## src/hw/rtl/sa_pkg.sv

```systemverilog
// Shared widths, codes, pipeline record types and the exp2 root table
// for the spotlight attenuation block. Depends on nothing.
package sa_pkg;

	localparam int FRAC_BITS = 16;
	localparam int Q_FRAC = 16;
	localparam int AW = 32;
	localparam int RW = 18;
	localparam int EW = 16;
	localparam int THW = 18;
	localparam int OW = 17;
	localparam int CFG_IW = 3;
	localparam int NW = 51;
	localparam int DOTW = NW + 1;
	localparam int PRW = RW + AW;
	localparam int LENW = 32;
	localparam int CW = 21;
	localparam int PBW = 5;
	localparam int MW = 31;
	localparam int LIW = 6;
	localparam int LW = FRAC_BITS + LIW;
	localparam int EXP_FRAC = 8;
	localparam int PW = LW + EW + 1;
	localparam int YW = PW - EXP_FRAC;
	localparam int QW = YW - FRAC_BITS;
	localparam int SHW = 5;
	localparam int EXP_SH0 = MW - 1 - Q_FRAC;
	localparam int Q_MIN = EXP_SH0 - MW + 1;
	localparam int DENW = 18;
	localparam int TW = 17;
	localparam int TRW = DENW + TW - 1;
	localparam int CSW = CW + 1;
	localparam int TTW = 2 * TW - 1;
	localparam int SWW = 18;
	localparam int SPW = SWW + TTW;
	localparam int ONE_Q16 = 1 << Q_FRAC;
	localparam int SMOOTH_K = 3 << Q_FRAC;
	localparam int FIFO_DEPTH = 4;
	localparam int FIFO_AW = 2;
	localparam int FIFO_CW = 3;
	localparam int SQ_CNTW = 2;
	localparam int RT_CNTW = 5;

	typedef enum logic [CFG_IW-1:0] {
		REG_AXIS_X       = 3'd0,
		REG_AXIS_Y       = 3'd1,
		REG_AXIS_Z       = 3'd2,
		REG_EXPONENT     = 3'd3,
		REG_CONE_RADIUS  = 3'd4,
		REG_CONE_FALLOFF = 3'd5
	} cfg_idx_t;

	typedef enum logic [2:0] {
		ST_LOAD,
		ST_SHIFT,
		ST_SQ,
		ST_SQRT,
		ST_IDLE
	} setup_state_t;

	typedef enum logic [1:0] {
		SM_OFF,
		SM_ZERO,
		SM_ONE,
		SM_CALC
	} sm_mode_t;

	typedef struct packed {
		logic                  zero;
		logic signed [AW-1:0]  ax;
		logic signed [AW-1:0]  ay;
		logic signed [AW-1:0]  az;
		logic [LENW-1:0]       len;
	} axis_info_t;

	typedef struct packed {
		logic          kill;
		logic [NW-1:0] n;
	} fe_item_t;

	typedef struct packed {
		logic          kill;
		logic [NW-1:0] rem;
		logic [CW-1:0] quo;
	} div_t;

	typedef struct packed {
		logic                 kill;
		logic                 czero;
		logic [CW-1:0]        c;
		logic [PBW-1:0]       p;
		logic [MW-1:0]        m;
		logic [FRAC_BITS-1:0] frac;
	} lg_t;

	typedef struct packed {
		logic                 kill;
		logic                 czero;
		logic [CW-1:0]        c;
		logic signed [PW-1:0] prod;
	} mu_t;

	typedef struct packed {
		logic                 kill;
		logic [CW-1:0]        c;
		logic                 fix;
		logic [OW-1:0]        fix_val;
		logic [FRAC_BITS-1:0] f;
		logic [SHW-1:0]       sh;
		logic [MW-1:0]        r;
	} ex_t;

	typedef struct packed {
		logic          kill;
		logic [CW-1:0] c;
		logic [OW-1:0] power;
	} pw_t;

	typedef struct packed {
		logic            kill;
		logic [OW-1:0]   power;
		sm_mode_t        mode;
		logic [TRW-1:0]  rem;
		logic [DENW-1:0] den;
		logic [TW-1:0]   t;
	} sd_t;

	typedef struct packed {
		logic           kill;
		logic [OW-1:0]  power;
		sm_mode_t       mode;
		logic [TTW-1:0] tt;
		logic [SWW-1:0] w;
	} tt_t;

	typedef struct packed {
		logic          kill;
		logic [OW-1:0] power;
		sm_mode_t      mode;
		logic [OW-1:0] s;
	} ss_t;

	function automatic logic [63:0] isqrt64(input logic [63:0] v);
		logic [63:0] x;
		logic [63:0] res;
		logic [63:0] b;
		x = v;
		res = '0;
		for (int j = 0; j < 32; j++) begin
			b = 64'd1 << (62 - 2 * j);
			if (x >= res + b) begin
				x = x - (res + b);
				res = (res >> 1) + b;
			end else begin
				res = res >> 1;
			end
		end
		return res;
	endfunction

	typedef logic [MW-1:0] root_tab_t [FRAC_BITS];

	function automatic root_tab_t calc_roots();
		root_tab_t tab;
		logic [63:0] rt;
		rt = isqrt64(64'd1 << (2 * MW - 1));
		for (int k = 0; k < FRAC_BITS; k++) begin
			tab[k] = rt[MW-1:0];
			rt = isqrt64(rt << (MW - 1));
		end
		return tab;
	endfunction

	localparam root_tab_t ROOTS = calc_roots();

endpackage

```

## src/hw/rtl/sa_fifo.sv

```systemverilog
// Short queue between the front end and the back end.
// Uses sa_pkg for the entry type and depth.
module sa_fifo (
	input  logic                          clk,
	input  logic                          arst_n,
	input  logic                          push,
	input  sa_pkg::fe_item_t              din,
	input  logic                          pop,
	output sa_pkg::fe_item_t              dout,
	output logic                          empty,
	output logic [sa_pkg::FIFO_CW-1:0]    count
);
	import sa_pkg::*;

	fe_item_t mem_q [FIFO_DEPTH];
	logic [FIFO_AW-1:0] wr_q, rd_q;
	logic [FIFO_CW-1:0] cnt_q;
	logic do_pop;

	assign do_pop = pop && (cnt_q != '0);

	always_ff @(posedge clk or negedge arst_n) begin
		if (!arst_n) begin
			wr_q <= '0;
			rd_q <= '0;
			cnt_q <= '0;
		end else begin
			if (push) begin
				wr_q <= wr_q + 1'b1;
			end
			if (do_pop) begin
				rd_q <= rd_q + 1'b1;
			end
			cnt_q <= cnt_q + FIFO_CW'(push) - FIFO_CW'(do_pop);
		end
	end

	always_ff @(posedge clk) begin
		if (push) begin
			mem_q[wr_q] <= din;
		end
	end

	assign dout = mem_q[rd_q];
	assign empty = (cnt_q == '0);
	assign count = cnt_q;

endmodule

```

## config.mk

```make
export PLATFORM = sky130hd
export DESIGN_NAME = sa_fifo
export DESIGN_NICKNAME = d
export VERILOG_FILES = /design/src/hw/rtl/sa_pkg.sv /design/src/hw/rtl/sa_fifo.sv
export SDC_FILE = /design/constraint.sdc
export NUM_CORES = 1
export LEC_CHECK = 0
export ABC_AREA = 1
export BUFFER_PORTS_ARGS = -buffer_cell sky130_fd_sc_hd__buf_2
export CORE_ASPECT_RATIO = 0.9
export CORE_MARGIN = 4
export CORE_UTILIZATION = 40
export CTS_BUF_LIST = sky130_fd_sc_hd__clkbuf_8
export DETAILED_ROUTE_END_ITERATION = 16
export GPL_ROUTABILITY_DRIVEN = 0
export MAX_ROUTING_LAYER = met4
export PLACE_DENSITY = 0.59
export SLEW_MARGIN = 0
export SYNTH_ARGS = -nofsm -noshare
export SYNTH_HDL_FRONTEND = slang
export SYNTH_SLANG_ARGS = --single-unit
```

## constraint.sdc

```tcl
create_clock -name clk -period 3.8 [get_ports clk]
set_clock_uncertainty 0.1 [all_clocks]
set_input_delay 0 -clock clk [delete_from_list [all_inputs] [get_ports clk]]
set_output_delay 0 -clock clk [all_outputs]
set_load 0.05 [all_outputs]
```

==> impl_metrics.yaml <==
hold_path:
  hold_class: "input pin to flip-flop"
sta:
  period_share_pct: 73.64
  finalHoldViolCount: 0
  setup_violations: 0
  tightestPinTransition_ns: 1.015
  fmax_mhz: 357.4
  maxSlewViolCount: 0
  setup_tns_ns: 0
  relSlewSlack_pct: 32.26
  rsz0062_at_grt: "false"
  period_needed_ns: 2.798
die:
  core_sq_um: 20900
  die_area_sq_um: 23760
  num_rows: 50
  initial_core_util_pct: 40.89
  die_h_um: 146.6
  die_w_um: 162.1
  ios: 112
detailed_routing:
  wl_per_cell_um: 14.60
  drtPass1Iterations: 4
  drt_iter0_drc: 259
  vias: 5418
  wirelength_um: 17620
  route.antenna.remaining_nets: 0
  drcViolationCount: 0
  routed_via_density: 4.489
global_routing:
  grt_overflow: 0
  antenna_found_initial: 0
  grt_max_degree: 59
  first_global_vias: 5521
  grt_pass1_wl_um: 28670
  grt_usage_pct: 15.57
power:
  pwr-share-seq_pct: 36.7
  intPower_mw: 4.912
  powerDensity_nw_per_um2: 849.7
  p_leak_nw: 4.369
  clockPowerShare_pct: 20.3
  vdd_ir_drop_max_uv: 770.5
  sw_frac_of_total_pct: 45.40
  p_comb_share_pct: 43.1
  p_sw_mw: 4.085
placement:
  portBuffers: 111
  dp_hpwl_um: 9931
cts:
  cts_num_sinks: 215
  htree_levels: 2
  cts_root_buf: "clkbuf_8"
  clk_pin_slew_ns: 0.06
  clock_path_buffers: 3
  cts_made_buffers: 37
  cts_resized: 0
  cts_tree: "yes"
  clk-insertion-delay-late_ns: 0.50
synthesis:
  syn-cell-area_sq_um: 8543
  synth_flop_cell: "edfxtp_1"
  yosysMostFrequentCell: "edfxtp_1"
  synth.top_cell.area_share_pct: 73.11
  synth_edf_count: 208
  synth_area_leader_cell: "edfxtp_1"
  synth_cells: 712
  synth_area_leaders: "edfxtp_1 (73%), nand2_1 (7.6%), o21ai_0 (5.3%)"
  syn-mean-instance-area_sq_um: 12.00
  synth.distinct_cells: 18
  yosysWarnings: 0
  async_flop_share_pct: 3.256
  ys_seq_elements: 215
  yosysSeqAreaShare_pct: 75.16
  synth_common_cells: "edfxtp_1 (208), nand2_1 (172), nor2_1 (105)"
  synthesis.nets: 775
final_layout:
  num_antenna_cells: 0
  fin_nets: 957
  drive_gt1_share_pct: 18.57
  multiInputGateArea_sq_um: 1697
  fillCellCount: 1884
  seq_area_sq_um: 6425
  syn2layout_area_growth_pct: 23.95
  fin_util_pct: 50.68
worst_setup_path:
  r2r_slack_ns: 1.71
  required_ns: 3.70
  worstRegToRegCells: 5
  crit_arrival_ns: 2.70
  path_max_fanout: 53
  r2r-start: "wr_q[0]"
  cp-end-kind: "primary output"
  cp-start-kind: "flip-flop"
  r2r_end: "mem_q[0][4]"
  crit_type: "flip-flop to primary output"
  critPathLaunch: "rd_q[0]"
  setup.worst_path.end: "dout[15]"
flow_run:
  drv_cap: 0
status:
  outcome: "finished, final reports clean"
## layer usage
layer	routed length, um	part of all wire (%)	GRT usage (%)
met1	8507	48	21.20
met2	7825	44	23.74
met3	954	5.4	3.274
met4	330	1.9	4.693
met5	0	0	-
## registers in the layout, indices dropped and copies added (netlist names)
| name | flops |
|---|---|
| rd_q | 2 |
| count | 3 |
| wr_q | 2 |
| mem_q | 208 |
## how the worst min path moves through the flow
stage / from / end / slack [ns] / depth (start not counted)
global placement: arst_n / count[2] / -0.25 / 1
CTS: din[27] / mem_q[3][27] / 0.10 / 2
global route: din[35] / mem_q[3][35] / 0.12 / 2
finish: din[25] / mem_q[3][25] / 0.13 / 2
floorplan: arst_n / count[0] / -0.40 / 0
detailed placement: arst_n / count[2] / -0.25 / 1
## worst max-delay path, cell delays in order (launching register included)
cell and delay (ns):
dfrtp_4 0.69, inv_2 0.83, o21ai_0 0.24, nand2_1 0.13
buf_2 0.27
## area by class of cell
cell class,count,area share (%)
multi-input combinational,394,16.02
inverter,69,2.458
clock buffer,39,5.069
tap,286,3.379
clock inverter,27,1.028
timing repair buffer,177,11.37
sequential,215,60.68
## cell usage in the layout (no fill, tap or decap)
cell	synthesis	layout
o21ai_0	91	91
ha_1	6	6
nand3_1	2	2
clkinv_1	1	9
edfxtp_1	208	208
clkinv_2	0	4
buf_4	1	9
clkinvlp_4	0	1
inv_2	0	5
clkbuf_8	0	39
dlygate4sd3_1	0	56
dfrtp_4	0	1
o21ai_1	14	14
inv_1	68	77
xnor2_1	1	1
nand2_1	172	172
xor2_1	2	2
fa_1	1	1
dfrtp_1	7	6
nor2_1	105	105
buf_2	10	111
buf_12	0	1
## cell families after synthesis
group	after synthesis	share of synthesized area [%]
AND/OR/NAND/NOR	279	12.29
flip-flops	215	75.16
AO/OA/AOI/OAI	105	6.151
buffers and inverters	103	4.979
adder cells (fa/ha/maj)	7	1.113
XOR/XNOR	3	0.3076
## power groups by stage
stage / Sequential (mW) / Combinational (mW) / Clock [mW]
detailed placement: 3.35 / 3.88 / 0
CTS: 3.31 / 3.94 / 1.89
finish: 3.30 / 3.87 / 1.82
floorplan: 3.32 / 2.94 / 0
global route: 3.35 / 4.24 / 2.02
global placement: 3.34 / 3.86 / 0
## stage by stage
| stage | cells | instance area, sq um | power, mW | hold slack [ns] | setup slack (ns) |
|---|---|---|---|---|---|
| floorplan | 712 | 8543 | 6.265 | -0.3956 | 1.603 |
| global route | 1207 | 10590 | 9.608 | 0.1233 | 0.7621 |
| global placement | 1085 | 9383 | 7.206 | -0.2547 | 1.527 |
| detailed placement | 1085 | 9383 | 7.235 | -0.2503 | 1.487 |
| finish | 1207 | 10590 | 8.998 | 0.1340 | 1.002 |
| CTS | 1207 | 10590 | 9.132 | 0.1013 | 0.9214 |
## what timing repair did
action	in CTS	in global routing
endpoints found under the hold margin	221	0
buffers inserted	0	0
hold buffers	56	0
No activity file was read; power rests on OpenSTA's default activity.
