File: config.mk
export PLATFORM = sky130hd
export DESIGN_NAME = sa_setup
export DESIGN_NICKNAME = d
export VERILOG_FILES = /design/src/hw/rtl/sa_pkg.sv /design/src/hw/rtl/sa_setup.sv
export SDC_FILE = /design/constraint.sdc
export NUM_CORES = 2
export LEC_CHECK = 0
export BUFFER_PORTS_ARGS = -buffer_cell sky130_fd_sc_hd__buf_2
export CAP_MARGIN = 0
export CORE_UTILIZATION = 45
export CTS_CLUSTER_DIAMETER = 150
export DETAILED_ROUTE_END_ITERATION = 10
export SYNTH_ARGS = -nofsm -noshare
export SYNTH_HDL_FRONTEND = slang
export SYNTH_SLANG_ARGS = --single-unit
File: constraint.sdc
create_clock -name clk -period 21.3 [get_ports clk]
set_input_delay 2.13 -clock clk [delete_from_list [all_inputs] [get_ports clk]]
set_output_delay 2.13 -clock clk [all_outputs]
set_load 0.005 [all_outputs]
File: src/hw/rtl/sa_pkg.sv
// Shared widths, codes, pipeline record types and the exp2 root table
// for the spotlight attenuation block. Depends on nothing.
package sa_pkg;

	localparam int FRAC_BITS = 16;
	localparam int Q_FRAC = 16;
	localparam int AW = 32;
	localparam int RW = 18;
	localparam int EW = 16;
	localparam int THW = 18;
	localparam int OW = 17;
	localparam int CFG_IW = 3;
	localparam int NW = 51;
	localparam int DOTW = NW + 1;
	localparam int PRW = RW + AW;
	localparam int LENW = 32;
	localparam int CW = 21;
	localparam int PBW = 5;
	localparam int MW = 31;
	localparam int LIW = 6;
	localparam int LW = FRAC_BITS + LIW;
	localparam int EXP_FRAC = 8;
	localparam int PW = LW + EW + 1;
	localparam int YW = PW - EXP_FRAC;
	localparam int QW = YW - FRAC_BITS;
	localparam int SHW = 5;
	localparam int EXP_SH0 = MW - 1 - Q_FRAC;
	localparam int Q_MIN = EXP_SH0 - MW + 1;
	localparam int DENW = 18;
	localparam int TW = 17;
	localparam int TRW = DENW + TW - 1;
	localparam int CSW = CW + 1;
	localparam int TTW = 2 * TW - 1;
	localparam int SWW = 18;
	localparam int SPW = SWW + TTW;
	localparam int ONE_Q16 = 1 << Q_FRAC;
	localparam int SMOOTH_K = 3 << Q_FRAC;
	localparam int FIFO_DEPTH = 4;
	localparam int FIFO_AW = 2;
	localparam int FIFO_CW = 3;
	localparam int SQ_CNTW = 2;
	localparam int RT_CNTW = 5;

	typedef enum logic [CFG_IW-1:0] {
		REG_AXIS_X       = 3'd0,
		REG_AXIS_Y       = 3'd1,
		REG_AXIS_Z       = 3'd2,
		REG_EXPONENT     = 3'd3,
		REG_CONE_RADIUS  = 3'd4,
		REG_CONE_FALLOFF = 3'd5
	} cfg_idx_t;

	typedef enum logic [2:0] {
		ST_LOAD,
		ST_SHIFT,
		ST_SQ,
		ST_SQRT,
		ST_IDLE
	} setup_state_t;

	typedef enum logic [1:0] {
		SM_OFF,
		SM_ZERO,
		SM_ONE,
		SM_CALC
	} sm_mode_t;

	typedef struct packed {
		logic                  zero;
		logic signed [AW-1:0]  ax;
		logic signed [AW-1:0]  ay;
		logic signed [AW-1:0]  az;
		logic [LENW-1:0]       len;
	} axis_info_t;

	typedef struct packed {
		logic          kill;
		logic [NW-1:0] n;
	} fe_item_t;

	typedef struct packed {
		logic          kill;
		logic [NW-1:0] rem;
		logic [CW-1:0] quo;
	} div_t;

	typedef struct packed {
		logic                 kill;
		logic                 czero;
		logic [CW-1:0]        c;
		logic [PBW-1:0]       p;
		logic [MW-1:0]        m;
		logic [FRAC_BITS-1:0] frac;
	} lg_t;

	typedef struct packed {
		logic                 kill;
		logic                 czero;
		logic [CW-1:0]        c;
		logic signed [PW-1:0] prod;
	} mu_t;

	typedef struct packed {
		logic                 kill;
		logic [CW-1:0]        c;
		logic                 fix;
		logic [OW-1:0]        fix_val;
		logic [FRAC_BITS-1:0] f;
		logic [SHW-1:0]       sh;
		logic [MW-1:0]        r;
	} ex_t;

	typedef struct packed {
		logic          kill;
		logic [CW-1:0] c;
		logic [OW-1:0] power;
	} pw_t;

	typedef struct packed {
		logic            kill;
		logic [OW-1:0]   power;
		sm_mode_t        mode;
		logic [TRW-1:0]  rem;
		logic [DENW-1:0] den;
		logic [TW-1:0]   t;
	} sd_t;

	typedef struct packed {
		logic           kill;
		logic [OW-1:0]  power;
		sm_mode_t       mode;
		logic [TTW-1:0] tt;
		logic [SWW-1:0] w;
	} tt_t;

	typedef struct packed {
		logic          kill;
		logic [OW-1:0] power;
		sm_mode_t      mode;
		logic [OW-1:0] s;
	} ss_t;

	function automatic logic [63:0] isqrt64(input logic [63:0] v);
		logic [63:0] x;
		logic [63:0] res;
		logic [63:0] b;
		x = v;
		res = '0;
		for (int j = 0; j < 32; j++) begin
			b = 64'd1 << (62 - 2 * j);
			if (x >= res + b) begin
				x = x - (res + b);
				res = (res >> 1) + b;
			end else begin
				res = res >> 1;
			end
		end
		return res;
	endfunction

	typedef logic [MW-1:0] root_tab_t [FRAC_BITS];

	function automatic root_tab_t calc_roots();
		root_tab_t tab;
		logic [63:0] rt;
		rt = isqrt64(64'd1 << (2 * MW - 1));
		for (int k = 0; k < FRAC_BITS; k++) begin
			tab[k] = rt[MW-1:0];
			rt = isqrt64(rt << (MW - 1));
		end
		return tab;
	endfunction

	localparam root_tab_t ROOTS = calc_roots();

endpackage

File: src/hw/rtl/sa_setup.sv
// Axis setup sequencer: scales the spot axis and finds its length.
// Uses sa_pkg; one shift, one square or one root step per cycle.
module sa_setup (
	input  logic                     clk,
	input  logic                     arst_n,
	input  logic                     restart,
	input  logic signed [31:0]       axis_x,
	input  logic signed [31:0]       axis_y,
	input  logic signed [31:0]       axis_z,
	output logic                     busy,
	output sa_pkg::axis_info_t       info
);
	import sa_pkg::*;

	setup_state_t state_q, state_d;
	logic signed [AW-1:0] ax_q, ay_q, az_q, ax_d, ay_d, az_d;
	logic zero_q, zero_d;
	logic [SQ_CNTW-1:0] sq_cnt_q, sq_cnt_d;
	logic [RT_CNTW-1:0] rt_cnt_q, rt_cnt_d;
	logic [63:0] x_q, x_d, res_q, res_d;
	logic [AW-1:0] abs_x, abs_y, abs_z, sel;
	logic [63:0] sq, bitv, trial;
	logic big;

	always_comb begin
		abs_x = ax_q[AW-1] ? AW'(-ax_q) : AW'(ax_q);
		abs_y = ay_q[AW-1] ? AW'(-ay_q) : AW'(ay_q);
		abs_z = az_q[AW-1] ? AW'(-az_q) : AW'(az_q);
		big = (abs_x >= (AW'(1) << (AW - 2))) || (abs_y >= (AW'(1) << (AW - 2)))
			|| (abs_z >= (AW'(1) << (AW - 2)));
		case (sq_cnt_q)
			2'd0: sel = abs_x;
			2'd1: sel = abs_y;
			default: sel = abs_z;
		endcase
		sq = 64'(sel) * 64'(sel);
		bitv = 64'd1 << (6'd62 - {rt_cnt_q, 1'b0});
		trial = res_q + bitv;
	end

	always_comb begin
		state_d = state_q;
		ax_d = ax_q;
		ay_d = ay_q;
		az_d = az_q;
		zero_d = zero_q;
		sq_cnt_d = sq_cnt_q;
		rt_cnt_d = rt_cnt_q;
		x_d = x_q;
		res_d = res_q;
		unique case (state_q)
			ST_LOAD: begin
				ax_d = axis_x;
				ay_d = axis_y;
				az_d = axis_z;
				x_d = '0;
				sq_cnt_d = '0;
				if (axis_x == '0 && axis_y == '0 && axis_z == '0) begin
					zero_d = 1'b1;
					state_d = ST_IDLE;
				end else begin
					zero_d = 1'b0;
					state_d = ST_SHIFT;
				end
			end
			ST_SHIFT: begin
				if (big) begin
					state_d = ST_SQ;
				end else begin
					ax_d = ax_q <<< 1;
					ay_d = ay_q <<< 1;
					az_d = az_q <<< 1;
				end
			end
			ST_SQ: begin
				x_d = x_q + sq;
				sq_cnt_d = sq_cnt_q + 1'b1;
				if (sq_cnt_q == 2'd2) begin
					res_d = '0;
					rt_cnt_d = '0;
					state_d = ST_SQRT;
				end
			end
			ST_SQRT: begin
				if (x_q >= trial) begin
					x_d = x_q - trial;
					res_d = (res_q >> 1) + bitv;
				end else begin
					res_d = res_q >> 1;
				end
				rt_cnt_d = rt_cnt_q + 1'b1;
				if (rt_cnt_q == '1) begin
					state_d = ST_IDLE;
				end
			end
			ST_IDLE: begin
			end
			default: begin
				state_d = ST_LOAD;
			end
		endcase
		if (restart) begin
			state_d = ST_LOAD;
		end
	end

	always_ff @(posedge clk or negedge arst_n) begin
		if (!arst_n) begin
			state_q <= ST_LOAD;
		end else begin
			state_q <= state_d;
		end
	end

	always_ff @(posedge clk) begin
		ax_q <= ax_d;
		ay_q <= ay_d;
		az_q <= az_d;
		zero_q <= zero_d;
		sq_cnt_q <= sq_cnt_d;
		rt_cnt_q <= rt_cnt_d;
		x_q <= x_d;
		res_q <= res_d;
	end

	assign busy = (state_q != ST_IDLE);
	assign info = '{zero: zero_q, ax: ax_q, ay: ay_q, az: az_q, len: res_q[LENW-1:0]};

endmodule

==> metrics.txt <==
Vias/cell=5.58; Post-synth EDFFs=232; ANT nets after route=0; largest net degree at the start of global routing=80; P&R area growth vs syn=6.90%; post-CTS sizing=0; Final Cycle Share=56.9%; TritonRoute pass-1 iters=5; Synthesized Nets=6965; Max clock buf depth=3; Post-synth ARST share=1.28%; Synth area leaders=fa_1 (34%), edfxtp_1 (14%), ha_1 (9.6%); final hold vios=0; top cell type's share of synthesized area=34.5%; Yosys cell types=89; post-route clock skew=0.0359 ns; Syn. warnings=0; Post-Synthesis Cell Area=0.0507 mm2; Synth area leader=fa_1; Hold-fix buffers, CTS=0; critical path data required time=21.63 ns; number of global-route vias before repair=41400; Setup Buffers After CTS=0; core box area=0.111 mm2; DRC violations left=0; H-tree lvl count=1; post-synthesis sequential area ratio=13.9%; DRT iter0 DRCs=3344; Cells after Synth=5603; Synth Flop Type=edfxtp_1; full die area=0.114 mm2; CTS tree=done; Max Cap Violations=0; PortBufs=228; CP peak stage delay=1.07 ns; Fmax=82.5 MHz; RSZ-0062 raised after global routing=no; clk sinks=235; worst skew pair latency=0.62 ns; Tot GR Track Use=30.1%; clock transition at the registers of the reported paths=0.07 ns; nets=7059; antenna violations before repair=1; Final Setup Violations=0; Worst-Margin Slew=1.24 ns; Slew HR=16.9%; Hold Path Class=flip-flop to flip-flop; status=finished clean; critical path launch point type=flip-flop; io pins=229; CP endpoint kind=flip-flop; Syn Area/Cell=9.05 um2; layout cells sized above 1=8.93%; RD Place Congestion=0.978; Die X=338 um; Die Y=338 um; Yosys reg bits=235; WS Path Type=flip-flop to flip-flop; DR vias=40300; grt total ovfl=0; crit-path max FO=30; Final TNS setup=0 ns; critical path arrival=12.45 ns; effective utilization at floorplan=45.6%; Root Driver=clkbuf_16; Placement Rows=122; min cycle time layout=12.12 ns; wire per inst=23.2 um; DP HPWL=136 mm; Routed WL=167 mm; CTS Buf Count=29; critical path's slowest cell=nand2_1; first-pass GRT wire length=257 mm; fin. max-slew vios=0
routing by layer:
layer	global-route usage, %	part of all wire [%]
met2	46.8	45
met1	42.3	43
met5	0	0.0078
met4	8.31	3.1
met3	6.21	8.6
synth_stat cells (all sizes together), types with 62 or more instances:
| master | count |
|---|---|
| mux2 | 94 |
| a21oi | 196 |
| clkbuf | 155 |
| a21o | 74 |
| ha | 390 |
| fa | 873 |
| o22ai | 62 |
| buf | 70 |
| o21ai | 190 |
| xor2 | 173 |
| edfxtp | 232 |
| nand2 | 511 |
| nor2 | 465 |
| inv | 1220 |
| xnor2 | 149 |
final timing paths:
path / start / end / slack [ns] / cells past startpoint
max reg2reg: sq_cnt_q[0]$_SDFFCE_PN0P_ / x_q[48]$_DFFE_PP_ / 9.18 / 33
min: sq_cnt_q[0]$_SDFFCE_PN0P_ / sq_cnt_q[0]$_SDFFCE_PN0P_ / 0.60 / 1
max: sq_cnt_q[0]$_SDFFCE_PN0P_ / x_q[48]$_DFFE_PP_ / 9.18 / 33
min reg2reg: sq_cnt_q[0]$_SDFFCE_PN0P_ / sq_cnt_q[0]$_SDFFCE_PN0P_ / 0.60 / 1
min in group asynchronous: arst_n / state_q[2]$_DFFE_PN0P_ / 1.33 / 1
max in group asynchronous: arst_n / state_q[0]$_DFFE_PN0P_ / 19.86 / 1
logic make-up (layout without fill, tap and decap cells):
kind of cell	Yosys count	count (layout)	share of synthesized area [%]
buffers and inverters	1449	1566	11.0
and+or+nand+nor	1377	1377	12.2
adders and majority gates	1263	1263	44.1
AOI/OAI and AO/OA	857	857	11.0
xor gates and xnor gates	322	322	5.58
DFF	235	235	13.9
muxes	100	100	2.21
other	0	2	0
final cells by class:
cell class                 count  area, um2
antenna                        2       5.00
clock buffer                  41        801
clock inverter                13        140
fill                       10900      56900
inverter                    1224       4590
multi-input combinational   3919      38100
sequential                   235       7040
tap                         1488       1860
timing repair buffer         288       1590
metrics by stage:
stage	hold slack, ns	instances	area [um2]	util [%]	worst slack, ns
after floorplan	0.557	5603	50700	-	11.43
after global placement	0.581	7154	53200	47.9	9.28
after detailed placement	0.592	7154	53200	47.9	9.23
after CTS	0.602	7208	54200	48.8	9.22
after global routing	0.624	7208	54200	48.8	8.48
final	0.602	7210	54200	48.8	9.18
cell usage in the layout, fill, tap and decap left out, types with 94 or more instances in the layout:
master / instances
nor2_1: 463
buf_2: 228
ha_1: 390
nand2_1: 509
xor2_1: 172
mux2_2: 94
inv_1: 1215
a21oi_1: 192
fa_1: 873
o21ai_0: 183
xnor2_1: 149
edfxtp_1: 232
registers in the layout, indices dropped and copies added (netlist names):
| register | cells |
|---|---|
| res_q | 64 |
| x_q | 64 |
| ax_q | 32 |
| ay_q | 32 |
| az_q | 32 |
| rt_cnt_q | 5 |
| state_q | 3 |
| sq_cnt_q | 2 |
| zero_q | 1 |
critical path, delay by kind of cell (launching register included):
family / cells / cell delay (ns)
AO/OA/AOI/OAI: 9 / 3.33
XOR/XNOR: 1 / 0.20
adder cells (fa/ha/maj): 10 / 4.06
buffers and inverters: 9 / 2.25
flip-flops: 1 / 0.42
AND/OR/NAND/NOR: 4 / 1.54
Power is not shown: default switching activity piles up to over one toggle a cycle in this logic, so the estimate is an artifact.
